==> src/rtl/gerber_coordinate_to_fixed_top_macros.svh <==
// ---------------------------------------------------------------------------
// Assertion macros for the coordinate converter
// Each assertion is clocked by clk and disabled during rst.
// ---------------------------------------------------------------------------
`ifndef GERBER_COORDINATE_TO_FIXED_TOP_MACROS_SVH
`define GERBER_COORDINATE_TO_FIXED_TOP_MACROS_SVH

`ifndef NO_ASSERTIONS

// antecedent implies consequent in the same cycle
`define GCF_ASSERT_IMPL(lbl, ante, cons) \
  lbl: assert property (@(posedge clk) disable iff (rst) (ante) |-> (cons)) \
    else $error("gcf assertion failed");

// antecedent implies consequent in the next cycle
`define GCF_ASSERT_NEXT(lbl, ante, cons) \
  lbl: assert property (@(posedge clk) disable iff (rst) (ante) |=> (cons)) \
    else $error("gcf assertion failed");

`else

`define GCF_ASSERT_IMPL(lbl, ante, cons)
`define GCF_ASSERT_NEXT(lbl, ante, cons)

`endif

`endif

==> src/rtl/gcf_pkg.sv <==
// ---------------------------------------------------------------------------
// gcf_pkg
// Shared types, codes and helpers of the coordinate converter.
// ---------------------------------------------------------------------------
`default_nettype none

package gcf_pkg;

  typedef enum logic [1:0] {
    ST_OK    = 2'd0,
    ST_NOCFG = 2'd1,
    ST_BAD   = 2'd2,
    ST_OVF   = 2'd3
  } status_t;

  // configuration register indexes
  localparam logic [2:0] CFG_FORMAT_SET   = 3'd0;
  localparam logic [2:0] CFG_UNIT_SELECT  = 3'd1;
  localparam logic [2:0] CFG_INT_DIGITS   = 3'd2;
  localparam logic [2:0] CFG_DEC_DIGITS   = 3'd3;
  localparam logic [2:0] CFG_PAD_TRAILING = 3'd4;

  localparam logic [1:0] UNIT_MM   = 2'd1;
  localparam logic [1:0] UNIT_INCH = 2'd2;

  localparam logic [7:0] CHAR_ZERO   = 8'h30;
  localparam logic [7:0] CHAR_NINE   = 8'h39;
  localparam logic [7:0] CHAR_PLUS   = 8'h2B;
  localparam logic [7:0] CHAR_MINUS  = 8'h2D;
  localparam logic [7:0] CHAR_PERIOD = 8'h2E;

  localparam logic [4:0] KEEP_FRAC = 5'd10;
  localparam logic [4:0] DT_MAX    = 5'd31;

  localparam logic [63:0] MAG_POS = 64'h7FFF_FFFF_FFFF_FFFF;
  localparam logic [63:0] MAG_NEG = 64'h8000_0000_0000_0000;

  localparam int QDEPTH = 2;
  localparam int QPTR_W = $clog2(QDEPTH);

  typedef struct packed {
    logic       format_set;
    logic [1:0] unit_select;
    logic [3:0] int_digits;
    logic [3:0] dec_digits;
    logic       pad_trailing;
  } cfg_t;

  // one classified string, ready for scaling
  typedef struct packed {
    logic [63:0]       mant;
    logic signed [6:0] k;      // decimal exponent to apply
    logic              neg;
    logic              inch;
    logic              rc;     // round up when no shift is applied
    logic              ovf;
    status_t           pstat;  // early status: ok, not configured or malformed
  } job_t;

  // quotient of v / 10 for v below 2560
  function automatic logic [7:0] div10(input logic [11:0] v);
    logic [24:0] p;
    p = {13'b0, v} * 25'd6554;
    return p[23:16];
  endfunction

endpackage

`default_nettype wire

==> src/rtl/gerber_coordinate_to_fixed_top.sv <==
// ---------------------------------------------------------------------------
// gerber_coordinate_to_fixed_top
// Converts a coordinate string, one character per item, into a signed
// 64-bit value in units of 1e-10 mm.
// ---------------------------------------------------------------------------
//  channel   | handshake          | payload
//  ----------+--------------------+---------------------------------------
//  input     | s_tvalid/s_tready  | s_tdata = char_code, s_tlast = last_char
//  output    | m_tvalid/m_tready  | m_tdata = coord_value, m_tuser = status
//  config    | cfg_we             | cfg_index, cfg_data
//
//  Characters enter at one per cycle; the front stalls only when its
//  two-entry job queue is full.
//  The scaling unit applies one x10 step per cycle, and each /10 step is a
//  long division done one byte per cycle.
//  A result waits in the output register while the next job is scaled.
//  rst is synchronous and clears configuration, string state and queue.
// ---------------------------------------------------------------------------
`default_nettype none

module gerber_coordinate_to_fixed_top import gcf_pkg::*; (
  input  wire logic        clk,
  input  wire logic        rst,
  input  wire logic        cfg_we,
  input  wire logic [2:0]  cfg_index,
  input  wire logic [3:0]  cfg_data,
  input  wire logic        s_tvalid,
  output logic             s_tready,
  input  wire logic [7:0]  s_tdata,   // [7:0] char_code
  input  wire logic        s_tlast,
  output logic             m_tvalid,
  input  wire logic        m_tready,
  output logic [63:0]      m_tdata,   // [63:0] coord_value
  output logic [1:0]       m_tuser    // [1:0] status
);

  logic q_full;
  logic q_empty;
  logic push;
  logic pop;
  job_t push_job;
  job_t pop_job;

  gcf_front u_front (
    .clk       (clk),
    .rst       (rst),
    .cfg_we    (cfg_we),
    .cfg_index (cfg_index),
    .cfg_data  (cfg_data),
    .s_tvalid  (s_tvalid),
    .s_tready  (s_tready),
    .s_tdata   (s_tdata),
    .s_tlast   (s_tlast),
    .q_full    (q_full),
    .push      (push),
    .push_job  (push_job)
  );

  gcf_queue u_queue (
    .clk      (clk),
    .rst      (rst),
    .push     (push),
    .push_job (push_job),
    .full     (q_full),
    .pop      (pop),
    .pop_job  (pop_job),
    .empty    (q_empty)
  );

  gcf_back u_back (
    .clk      (clk),
    .rst      (rst),
    .empty    (q_empty),
    .pop_job  (pop_job),
    .pop      (pop),
    .m_tvalid (m_tvalid),
    .m_tready (m_tready),
    .m_tdata  (m_tdata),
    .m_tuser  (m_tuser)
  );

endmodule

`default_nettype wire

==> src/rtl/gcf_front.sv <==
// ---------------------------------------------------------------------------
// gcf_front
// Takes one character a cycle unless the job queue is full, builds the digit
// magnitude and flags, and on the last character pushes one classified job.
// ---------------------------------------------------------------------------
`default_nettype none

module gcf_front import gcf_pkg::*; (
  input  wire logic       clk,
  input  wire logic       rst,
  input  wire logic       cfg_we,
  input  wire logic [2:0] cfg_index,
  input  wire logic [3:0] cfg_data,
  input  wire logic       s_tvalid,
  output logic            s_tready,
  input  wire logic [7:0] s_tdata,
  input  wire logic       s_tlast,
  input  wire logic       q_full,
  output logic            push,
  output job_t            push_job
);

  cfg_t cfg;

  logic [63:0] mantissa, mantissa_next;
  logic [4:0]  digit_total, digit_total_next;
  logic [4:0]  fraction_count, fraction_count_next;
  logic        is_negative, is_negative_next;
  logic        period_seen, period_seen_next;
  logic        round_carry, round_carry_next;
  logic        char_seen;
  logic        malformed_flag, malformed_flag_next;
  logic        overflow_flag, overflow_flag_next;

  logic        accept;
  logic        is_digit;
  logic [3:0]  digit;
  logic [67:0] prod;
  logic [4:0]  frac_kept;
  logic [4:0]  want;
  logic [4:0]  pad;
  logic signed [6:0] k_raw;
  logic        inch;

  assign s_tready = !q_full;
  assign accept   = s_tvalid && s_tready;
  assign push     = accept && s_tlast;

  always_ff @(posedge clk) begin
    if (rst) begin
      cfg <= '0;
    end else if (cfg_we) begin
      case (cfg_index)
        CFG_FORMAT_SET:   cfg.format_set   <= cfg_data[0];
        CFG_UNIT_SELECT:  cfg.unit_select  <= cfg_data[1:0];
        CFG_INT_DIGITS:   cfg.int_digits   <= cfg_data;
        CFG_DEC_DIGITS:   cfg.dec_digits   <= cfg_data;
        CFG_PAD_TRAILING: cfg.pad_trailing <= cfg_data[0];
        default: ;
      endcase
    end
  end

  assign is_digit = (s_tdata >= CHAR_ZERO) && (s_tdata <= CHAR_NINE);
  assign digit    = 4'(s_tdata - CHAR_ZERO);
  assign prod     = ({4'b0, mantissa} << 3) + ({4'b0, mantissa} << 1) + {64'b0, digit};

  always_comb begin
    mantissa_next       = mantissa;
    digit_total_next    = digit_total;
    fraction_count_next = fraction_count;
    is_negative_next    = is_negative;
    period_seen_next    = period_seen;
    round_carry_next    = round_carry;
    malformed_flag_next = malformed_flag;
    overflow_flag_next  = overflow_flag;
    if (is_digit) begin
      if (digit_total != DT_MAX) begin
        digit_total_next = digit_total + 5'd1;
      end
      if (period_seen && (fraction_count >= KEEP_FRAC)) begin
        // only the eleventh fraction digit counts, for rounding
        if (fraction_count == KEEP_FRAC) begin
          round_carry_next    = (digit >= 4'd5);
          fraction_count_next = fraction_count + 5'd1;
        end
      end else begin
        if (period_seen) begin
          fraction_count_next = fraction_count + 5'd1;
        end
        if (|prod[67:64]) begin
          overflow_flag_next = 1'b1;
          mantissa_next      = '1;
        end else begin
          mantissa_next = prod[63:0];
        end
      end
    end else if (((s_tdata == CHAR_PLUS) || (s_tdata == CHAR_MINUS)) && !char_seen) begin
      is_negative_next = (s_tdata == CHAR_MINUS);
    end else if ((s_tdata == CHAR_PERIOD) && !period_seen) begin
      period_seen_next = 1'b1;
    end else begin
      malformed_flag_next = 1'b1;
    end
  end

  // exponent of ten to apply to the magnitude
  assign inch      = (cfg.unit_select == UNIT_INCH);
  assign frac_kept = (fraction_count_next > KEEP_FRAC) ? KEEP_FRAC : fraction_count_next;
  assign want      = {1'b0, cfg.int_digits} + {1'b0, cfg.dec_digits};
  assign pad       = (cfg.pad_trailing && (digit_total_next < want)) ?
                     (want - digit_total_next) : 5'd0;

  always_comb begin
    if (period_seen_next) begin
      k_raw = $signed({2'b0, KEEP_FRAC}) - $signed({2'b0, frac_kept});
    end else begin
      k_raw = $signed({2'b0, pad}) + $signed({2'b0, KEEP_FRAC})
              - $signed({3'b0, cfg.dec_digits});
    end
  end

  always_comb begin
    push_job.mant = mantissa_next;
    push_job.k    = inch ? (k_raw - 7'sd1) : k_raw;
    push_job.neg  = is_negative_next;
    push_job.inch = inch;
    push_job.rc   = period_seen_next && round_carry_next;
    push_job.ovf  = overflow_flag_next;
    if (!cfg.format_set || ((cfg.unit_select != UNIT_MM) && !inch)) begin
      push_job.pstat = ST_NOCFG;
    end else if (malformed_flag_next || (digit_total_next == 5'd0)) begin
      push_job.pstat = ST_BAD;
    end else begin
      push_job.pstat = ST_OK;
    end
  end

  always_ff @(posedge clk) begin
    if (rst || push) begin
      mantissa       <= '0;
      digit_total    <= '0;
      fraction_count <= '0;
      is_negative    <= 1'b0;
      period_seen    <= 1'b0;
      round_carry    <= 1'b0;
      char_seen      <= 1'b0;
      malformed_flag <= 1'b0;
      overflow_flag  <= 1'b0;
    end else if (accept) begin
      mantissa       <= mantissa_next;
      digit_total    <= digit_total_next;
      fraction_count <= fraction_count_next;
      is_negative    <= is_negative_next;
      period_seen    <= period_seen_next;
      round_carry    <= round_carry_next;
      char_seen      <= 1'b1;
      malformed_flag <= malformed_flag_next;
      overflow_flag  <= overflow_flag_next;
    end
  end

endmodule

`default_nettype wire

==> src/rtl/gcf_queue.sv <==
// ---------------------------------------------------------------------------
// gcf_queue
// Short job queue between the character front and the scaling back.
// ---------------------------------------------------------------------------
`default_nettype none

module gcf_queue import gcf_pkg::*; (
  input  wire logic clk,
  input  wire logic rst,
  input  wire logic push,
  input  wire job_t push_job,
  output logic      full,
  input  wire logic pop,
  output job_t      pop_job,
  output logic      empty
);

  job_t              mem [QDEPTH];
  logic [QPTR_W-1:0] wr_ptr;
  logic [QPTR_W-1:0] rd_ptr;
  logic [QPTR_W:0]   count;

  assign full    = (count == (QPTR_W+1)'(QDEPTH));
  assign empty   = (count == '0);
  assign pop_job = mem[rd_ptr];

  always_ff @(posedge clk) begin
    if (push) begin
      mem[wr_ptr] <= push_job;
    end
  end

  always_ff @(posedge clk) begin
    if (rst) begin
      wr_ptr <= '0;
      rd_ptr <= '0;
      count  <= '0;
    end else begin
      if (push) begin
        wr_ptr <= wr_ptr + 1'b1;
      end
      if (pop) begin
        rd_ptr <= rd_ptr + 1'b1;
      end
      case ({push, pop})
        2'b10:   count <= count + 1'b1;
        2'b01:   count <= count - 1'b1;
        default: count <= count;
      endcase
    end
  end

endmodule

`default_nettype wire

==> src/rtl/gcf_back.sv <==
// ---------------------------------------------------------------------------
// gcf_back
// Scales one job by its power of ten, one x10 step or one byte of a /10
// division a cycle, applies the inch factor and saturates into the output.
// ---------------------------------------------------------------------------
`default_nettype none

`include "gerber_coordinate_to_fixed_top_macros.svh"

module gcf_back import gcf_pkg::*; (
  input  wire logic  clk,
  input  wire logic  rst,
  input  wire logic  empty,
  input  wire job_t  pop_job,
  output logic       pop,
  output logic       m_tvalid,
  input  wire logic  m_tready,
  output logic [63:0] m_tdata,
  output logic [1:0]  m_tuser
);

  typedef enum logic [4:0] {
    S_IDLE  = 5'b00001,
    S_SCALE = 5'b00010,
    S_DIV   = 5'b00100,
    S_UNIT  = 5'b01000,
    S_OUT   = 5'b10000
  } state_t;

  state_t            state;
  logic [63:0]       m;
  logic signed [6:0] k;
  logic              neg;
  logic              inch;
  logic              rc;
  logic              ovf;
  status_t           pstat;
  logic [2:0]        bcnt;
  logic [3:0]        rem;

  logic [67:0] prod10;
  logic [71:0] prod254;
  logic [11:0] dv;
  logic [7:0]  dq;
  logic [11:0] dr;
  logic        k_pos;
  logic        out_free;
  logic [63:0] lim;
  logic [63:0] mag;
  logic [63:0] val;
  status_t     fstat;

  assign prod10  = ({4'b0, m} << 3) + ({4'b0, m} << 1);
  assign prod254 = ({8'b0, m} << 8) - ({8'b0, m} << 1);
  assign dv      = {rem, m[63:56]};
  assign dq      = div10(dv);
  assign dr      = dv - ({1'b0, dq, 3'b0} + {3'b0, dq, 1'b0});
  assign k_pos   = !k[6] && (k != 7'sd0);
  assign out_free = !m_tvalid || m_tready;
  assign pop     = (state == S_IDLE) && !empty;

  // saturate and apply sign
  always_comb begin
    lim = neg ? MAG_NEG : MAG_POS;
    if (pstat != ST_OK) begin
      mag   = '0;
      fstat = pstat;
    end else if (ovf || (m > lim)) begin
      mag   = lim;
      fstat = ST_OVF;
    end else begin
      mag   = m;
      fstat = ST_OK;
    end
    val = neg ? (64'd0 - mag) : mag;
  end

  always_ff @(posedge clk) begin
    if (rst) begin
      state <= S_IDLE;
    end else begin
      case (state)
        S_IDLE: begin
          if (!empty) begin
            m     <= pop_job.ovf ? '1 : pop_job.mant;
            k     <= pop_job.k;
            neg   <= pop_job.neg;
            inch  <= pop_job.inch;
            rc    <= pop_job.rc;
            ovf   <= pop_job.ovf;
            pstat <= pop_job.pstat;
            if ((pop_job.pstat != ST_OK) || pop_job.ovf) begin
              state <= S_OUT;
            end else begin
              state <= S_SCALE;
            end
          end
        end
        S_SCALE: begin
          if (k_pos) begin
            if (|prod10[67:64]) begin
              ovf   <= 1'b1;
              m     <= '1;
              state <= S_OUT;
            end else begin
              m <= prod10[63:0];
              k <= k - 7'sd1;
            end
          end else if (k[6]) begin
            bcnt  <= '0;
            rem   <= '0;
            state <= S_DIV;
          end else begin
            if (rc) begin
              if (m == '1) begin
                ovf <= 1'b1;
              end else begin
                m <= m + 64'd1;
              end
            end
            rc    <= 1'b0;
            state <= S_UNIT;
          end
        end
        S_DIV: begin
          // long division by ten, most significant byte first
          m    <= {m[55:0], dq};
          rem  <= dr[3:0];
          bcnt <= bcnt + 3'd1;
          if (bcnt == 3'd7) begin
            rc    <= (k == -7'sd1) && (dr[3:0] >= 4'd5);
            k     <= k + 7'sd1;
            state <= S_SCALE;
          end
        end
        S_UNIT: begin
          if (inch && !ovf) begin
            if (|prod254[71:64]) begin
              ovf <= 1'b1;
            end else begin
              m <= prod254[63:0];
            end
          end
          state <= S_OUT;
        end
        S_OUT: begin
          if (out_free) begin
            state <= S_IDLE;
          end
        end
        default: state <= S_IDLE;
      endcase
    end
  end

  // output register
  always_ff @(posedge clk) begin
    if (rst) begin
      m_tvalid <= 1'b0;
    end else if ((state == S_OUT) && out_free) begin
      m_tvalid <= 1'b1;
    end else if (m_tready) begin
      m_tvalid <= 1'b0;
    end
  end

  always_ff @(posedge clk) begin
    if ((state == S_OUT) && out_free) begin
      m_tdata <= val;
      m_tuser <= fstat;
    end
  end

  `GCF_ASSERT_IMPL(a_ovf_saturated, m_tvalid && (m_tuser == ST_OVF), (m_tdata == MAG_POS) || (m_tdata == MAG_NEG))
  `GCF_ASSERT_IMPL(a_error_zero, m_tvalid && ((m_tuser == ST_NOCFG) || (m_tuser == ST_BAD)), m_tdata == 64'd0)
  `GCF_ASSERT_NEXT(a_pop_leaves_idle, pop, state != S_IDLE)

endmodule

`default_nettype wire
==> config.mk <==
export PLATFORM = sky130hd
export DESIGN_NAME = gerber_coordinate_to_fixed_top
export DESIGN_NICKNAME = d
export VERILOG_FILES = /design/src/rtl/gcf_pkg.sv /design/src/rtl/gerber_coordinate_to_fixed_top.sv /design/src/rtl/gcf_front.sv /design/src/rtl/gcf_queue.sv /design/src/rtl/gcf_back.sv
export VERILOG_INCLUDE_DIRS = /design/src /design/src/rtl
export SDC_FILE = /design/constraint.sdc
export NUM_CORES = 2
export LEC_CHECK = 0
export BUFFER_PORTS_ARGS = -buffer_cell sky130_fd_sc_hd__buf_2
export CORE_MARGIN = 4
export CORE_UTILIZATION = 60
export CTS_CLUSTER_DIAMETER = 50
export DETAILED_ROUTE_END_ITERATION = 6
export PLACE_DENSITY = 0.82
export SLEW_MARGIN = 10
export SYNTH_ARGS = -nofsm -noshare
export SYNTH_HDL_FRONTEND = slang
export SYNTH_SLANG_ARGS = --single-unit
export TNS_END_PERCENT = 30
==> constraint.sdc <==
create_clock -name clk -period 8.03 [get_ports clk]
set_clock_uncertainty 0.1 [all_clocks]
set_input_delay 1.606 -clock clk [delete_from_list [all_inputs] [get_ports clk]]
set_output_delay 1.606 -clock clk [all_outputs]
set_load 0.05 [all_outputs]
==> reports/metrics.cfg <==
[layout]
instances_no_fill = 5329
drive_gt1_share_pct = 7.53
design_area_um2 = 42000
fill_cells = 5308
nNetsFinal = 4930
n_antenna_cell = 0
syn_to_final_growth_pct = 7.96

[setup_path]
r2r_cells = 21
reg2reg_from = u_back.m[58]
crit_type = flop to flop
setup.worst_path.start_class = flop
end_kind = flop
cp.required_ns = 8.28
r2r_end = u_back.m[7]
r2r_setup_slack_ns = 1.01
path_max_fanout = 13
critPathArrivalTime_ns = 7.26

[clock_network]
clkTransAtPathRegs_ns = 0.06
htreeDepth = 2
cts_root_buffer = clkbuf_16
cts_resized = 0
ctsHoldBuffers = 0
cts_tree = built
cts_buffers = 54
post_cts_buffers = 0
clkLatencyLatePin_ns = 0.63
clock_path_buffers = 3
cts_sinks = 407

[detailed_routing]
drcViolationCount = 9
vias = 36806
first_pass_iters = 7
avgViaCountPerCell = 6.91
wl_per_cell_um = 24.0
drt_iter0_drc = 4649
finalWirelength_mm = 128
antenna_left = 0

[global_routing]
antenna_found_initial = 0
grt_pass1_vias = 34610
track_usage_pct = 35.2
overflow = 0
grt_max_degree = 129
grt_pass1_wl_mm = 196

[logic_synthesis]
syn_nets = 4958
syn_area_um2 = 38900
ys_types = 93
ys_seq_area_share_pct = 28.8
synthFlopType = edfxtp_1
synth_edf_count = 304
synth_area_leaders = edfxtp_1 (23%), ha_1 (14%), dfxtp_1 (5.3%)
synth_top_area_share_pct = 23.5
yosysWarnings = 0
synth-seq-cells = 407
netlist_instances = 4458
synthArstFlopShare_pct = 0
synth_area_per_cell_um2 = 8.72
yosysTopAreaCell = edfxtp_1

[sta]
rsz0062_at_grt = no
finalSetupViolCount = 0
worst_pin_slew_ns = 1.12
layout_min_cycle_time_ns = 7.02
slew_violations = 0
fin_tns_setup_ns = 0
hold_viol = 0
fmax_mhz = 143
relSlewSlack_pct = 24.4
min_period_over_period_pct = 87.4

[placed_design]
placed_cell_area_um2 = 40100
hpwl_mm = 94.2
gp_congestion = 1.06
place_inst = 5229
port_buffers = 88

[die]
dieWidth_um = 263
num_rows = 93
initial_core_util_pct = 60.5
fp.dieH_um = 263
coreArea_um2 = 64200
ios = 89
die-area_um2 = 68900

[hold_path]
whs_path_depth = 2
hp-start = u_front.overflow_flag
hp-class = flop to flop
whs_endpoint = u_front.overflow_flag

[pwr]
p_clk_share_pct = 16.0
seqPwrFrac_pct = 18.9
p_per_area_nw_per_um2 = 364
intPower_mw = 7.58
p_switching_mw = 7.67
power_switching_share_pct = 50.3
p_leak_nw = 17.0
power_frac_comb_pct = 65.0
total_power_mw = 15.3
ir_drop_mv = 0.501

[status]
violations = DRC
status = finished with violations

[flow_run]
maxCapViolations = 0

-- power by group through the flow --
stage               Combinational, mW  Clock [mW]  Sequential (mW)
floorplan                        6.82           0             2.94
global placement                 9.37           0             2.89
detailed placement               9.53           0             2.90
CTS                              9.62        2.46             2.86
global route                     10.8        2.56             2.89
finish                           9.92        2.44             2.89
-- logic make-up (layout without fill, tap and decap cells) --
| kind of cell | count (synthesis) | in the layout | synth area share [%] |
|---|---|---|---|
| flip-flops | 407 | 407 | 28.8 |
| buffers and inverters | 493 | 509 | 4.96 |
| adder cells (fa/ha/maj) | 479 | 479 | 16.4 |
| AND/OR/NAND/NOR | 1224 | 1224 | 15.2 |
| multiplexers | 94 | 94 | 2.45 |
| AO/OA/AOI/OAI | 1475 | 1475 | 25.7 |
| XOR/XNOR | 286 | 286 | 6.48 |
-- through the flow --
stage / hold slack [ns] / setup slack, ns / util [%]
finish: 0.371 / 1.01 / 65.3
global route: 0.404 / 0.805 / 65.3
CTS: 0.366 / 1.19 / 65.3
detailed placement: 0.349 / 1.04 / 62.5
global placement: 0.331 / 1.20 / 62.5
floorplan: 0.319 / 1.03 / -
-- worst max-delay path by stage --
stage,start,to,slack [ns]
final,u_back.m[58],u_back.m[7],1.01
after global routing,u_back.m[58],u_back.m[7],0.80
after global placement,s_tdata[7],u_queue.mem[0][12],1.20
after CTS,u_back.m[58],u_back.m[7],1.19
after floorplan,u_back.m[57],u_back.m[0],1.03
after detailed placement,s_tdata[7],u_queue.mem[0][12],1.04
-- layout make-up --
cell class	instances	area [µm²]	area share (%)
repair buffers	169	1090	2.59
well taps	855	1070	2.55
multi-input cells	3558	25900	61.6
inverters	240	901	2.15
clock inverters	30	355	0.847
clock buffers	70	1480	3.54
flip-flops and latches	407	11200	26.7
-- per-layer routing --
metal	global-route usage, %	vias up	share of wire [%]
li1	-	16818	-
met1	48.2	17360	40
met2	54.6	2195	43
met3	6.88	433	11
met4	15.3	0	5.2
met5	0	-	0
-- worst max-delay path, cell delays in order (launching register included) --
cell	delay [ns]
edfxtp_1	0.77
inv_1	0.43
ha_1	0.43
inv_1	0.06
fa_1	0.50
inv_1	0.06
fa_1	0.54
inv_1	0.06
fa_1	0.50
fa_1	0.54
inv_1	0.04
ha_1	0.30
and4_1	0.21
a221oi_1	0.34
o211a_1	0.29
o21ai_0	0.34
and3_1	0.30
o31a_1	0.29
nor2_1	0.12
xnor2_1	0.09
a221oi_1	0.32
a22oi_1	0.13
-- synthesized netlist by cell type (54+ instances only) --
library cell and count:
a21o_1 136, a21oi_1 362, a221oi_1 66, a22oi_1 54, a31oi_1 130, clkbuf_1 225
dfxtp_1 103, edfxtp_1 304, ha_1 429, inv_1 233, mux2i_1 85, nand2_1 300
nand3_1 99, nand4_1 92, nor2_1 360, nor3_1 101, o21ai_0 279, o221ai_1 62
xnor2_1 194, xor2_1 91
-- flip-flops by register name, indices dropped and copies added, names as in the netlist, 2 cells and up, named ones only --
signal                  cells
u_queue.mem               154
u_back.m                   64
u_back.m_tdata             64
u_front.mantissa           64
u_front.cfg                12
u_back.k                    7
u_back.state                5
u_front.digit_total         5
u_front.fraction_count      5
u_back.rem                  4
u_back.bcnt                 3
u_back.m_tuser              2
u_back.pstat                2
u_queue.count               2
-- cell usage in the layout (no fill, tap or decap), types with 36 or more instances in the layout --
cell type	synthesis	final
fa_1	50	50
nand2b_1	36	36
nand2_1	300	300
clkbuf_16	0	56
a31oi_1	130	130
a22oi_1	54	54
dfxtp_1	103	102
nor2_1	360	357
nand3_1	99	99
edfxtp_1	304	304
ha_1	429	429
xnor2_1	194	194
buf_4	4	78
nand4_1	92	92
buf_2	12	88
a221oi_1	66	66
o21bai_1	50	50
xor2_1	91	91
a211oi_1	44	44
o21ai_0	279	279
nor3_1	101	101
a21o_1	136	136
a21oi_1	362	358
o221ai_1	62	62
mux2i_1	85	85
inv_1	233	233
No activity file was read; power rests on OpenSTA's default activity.
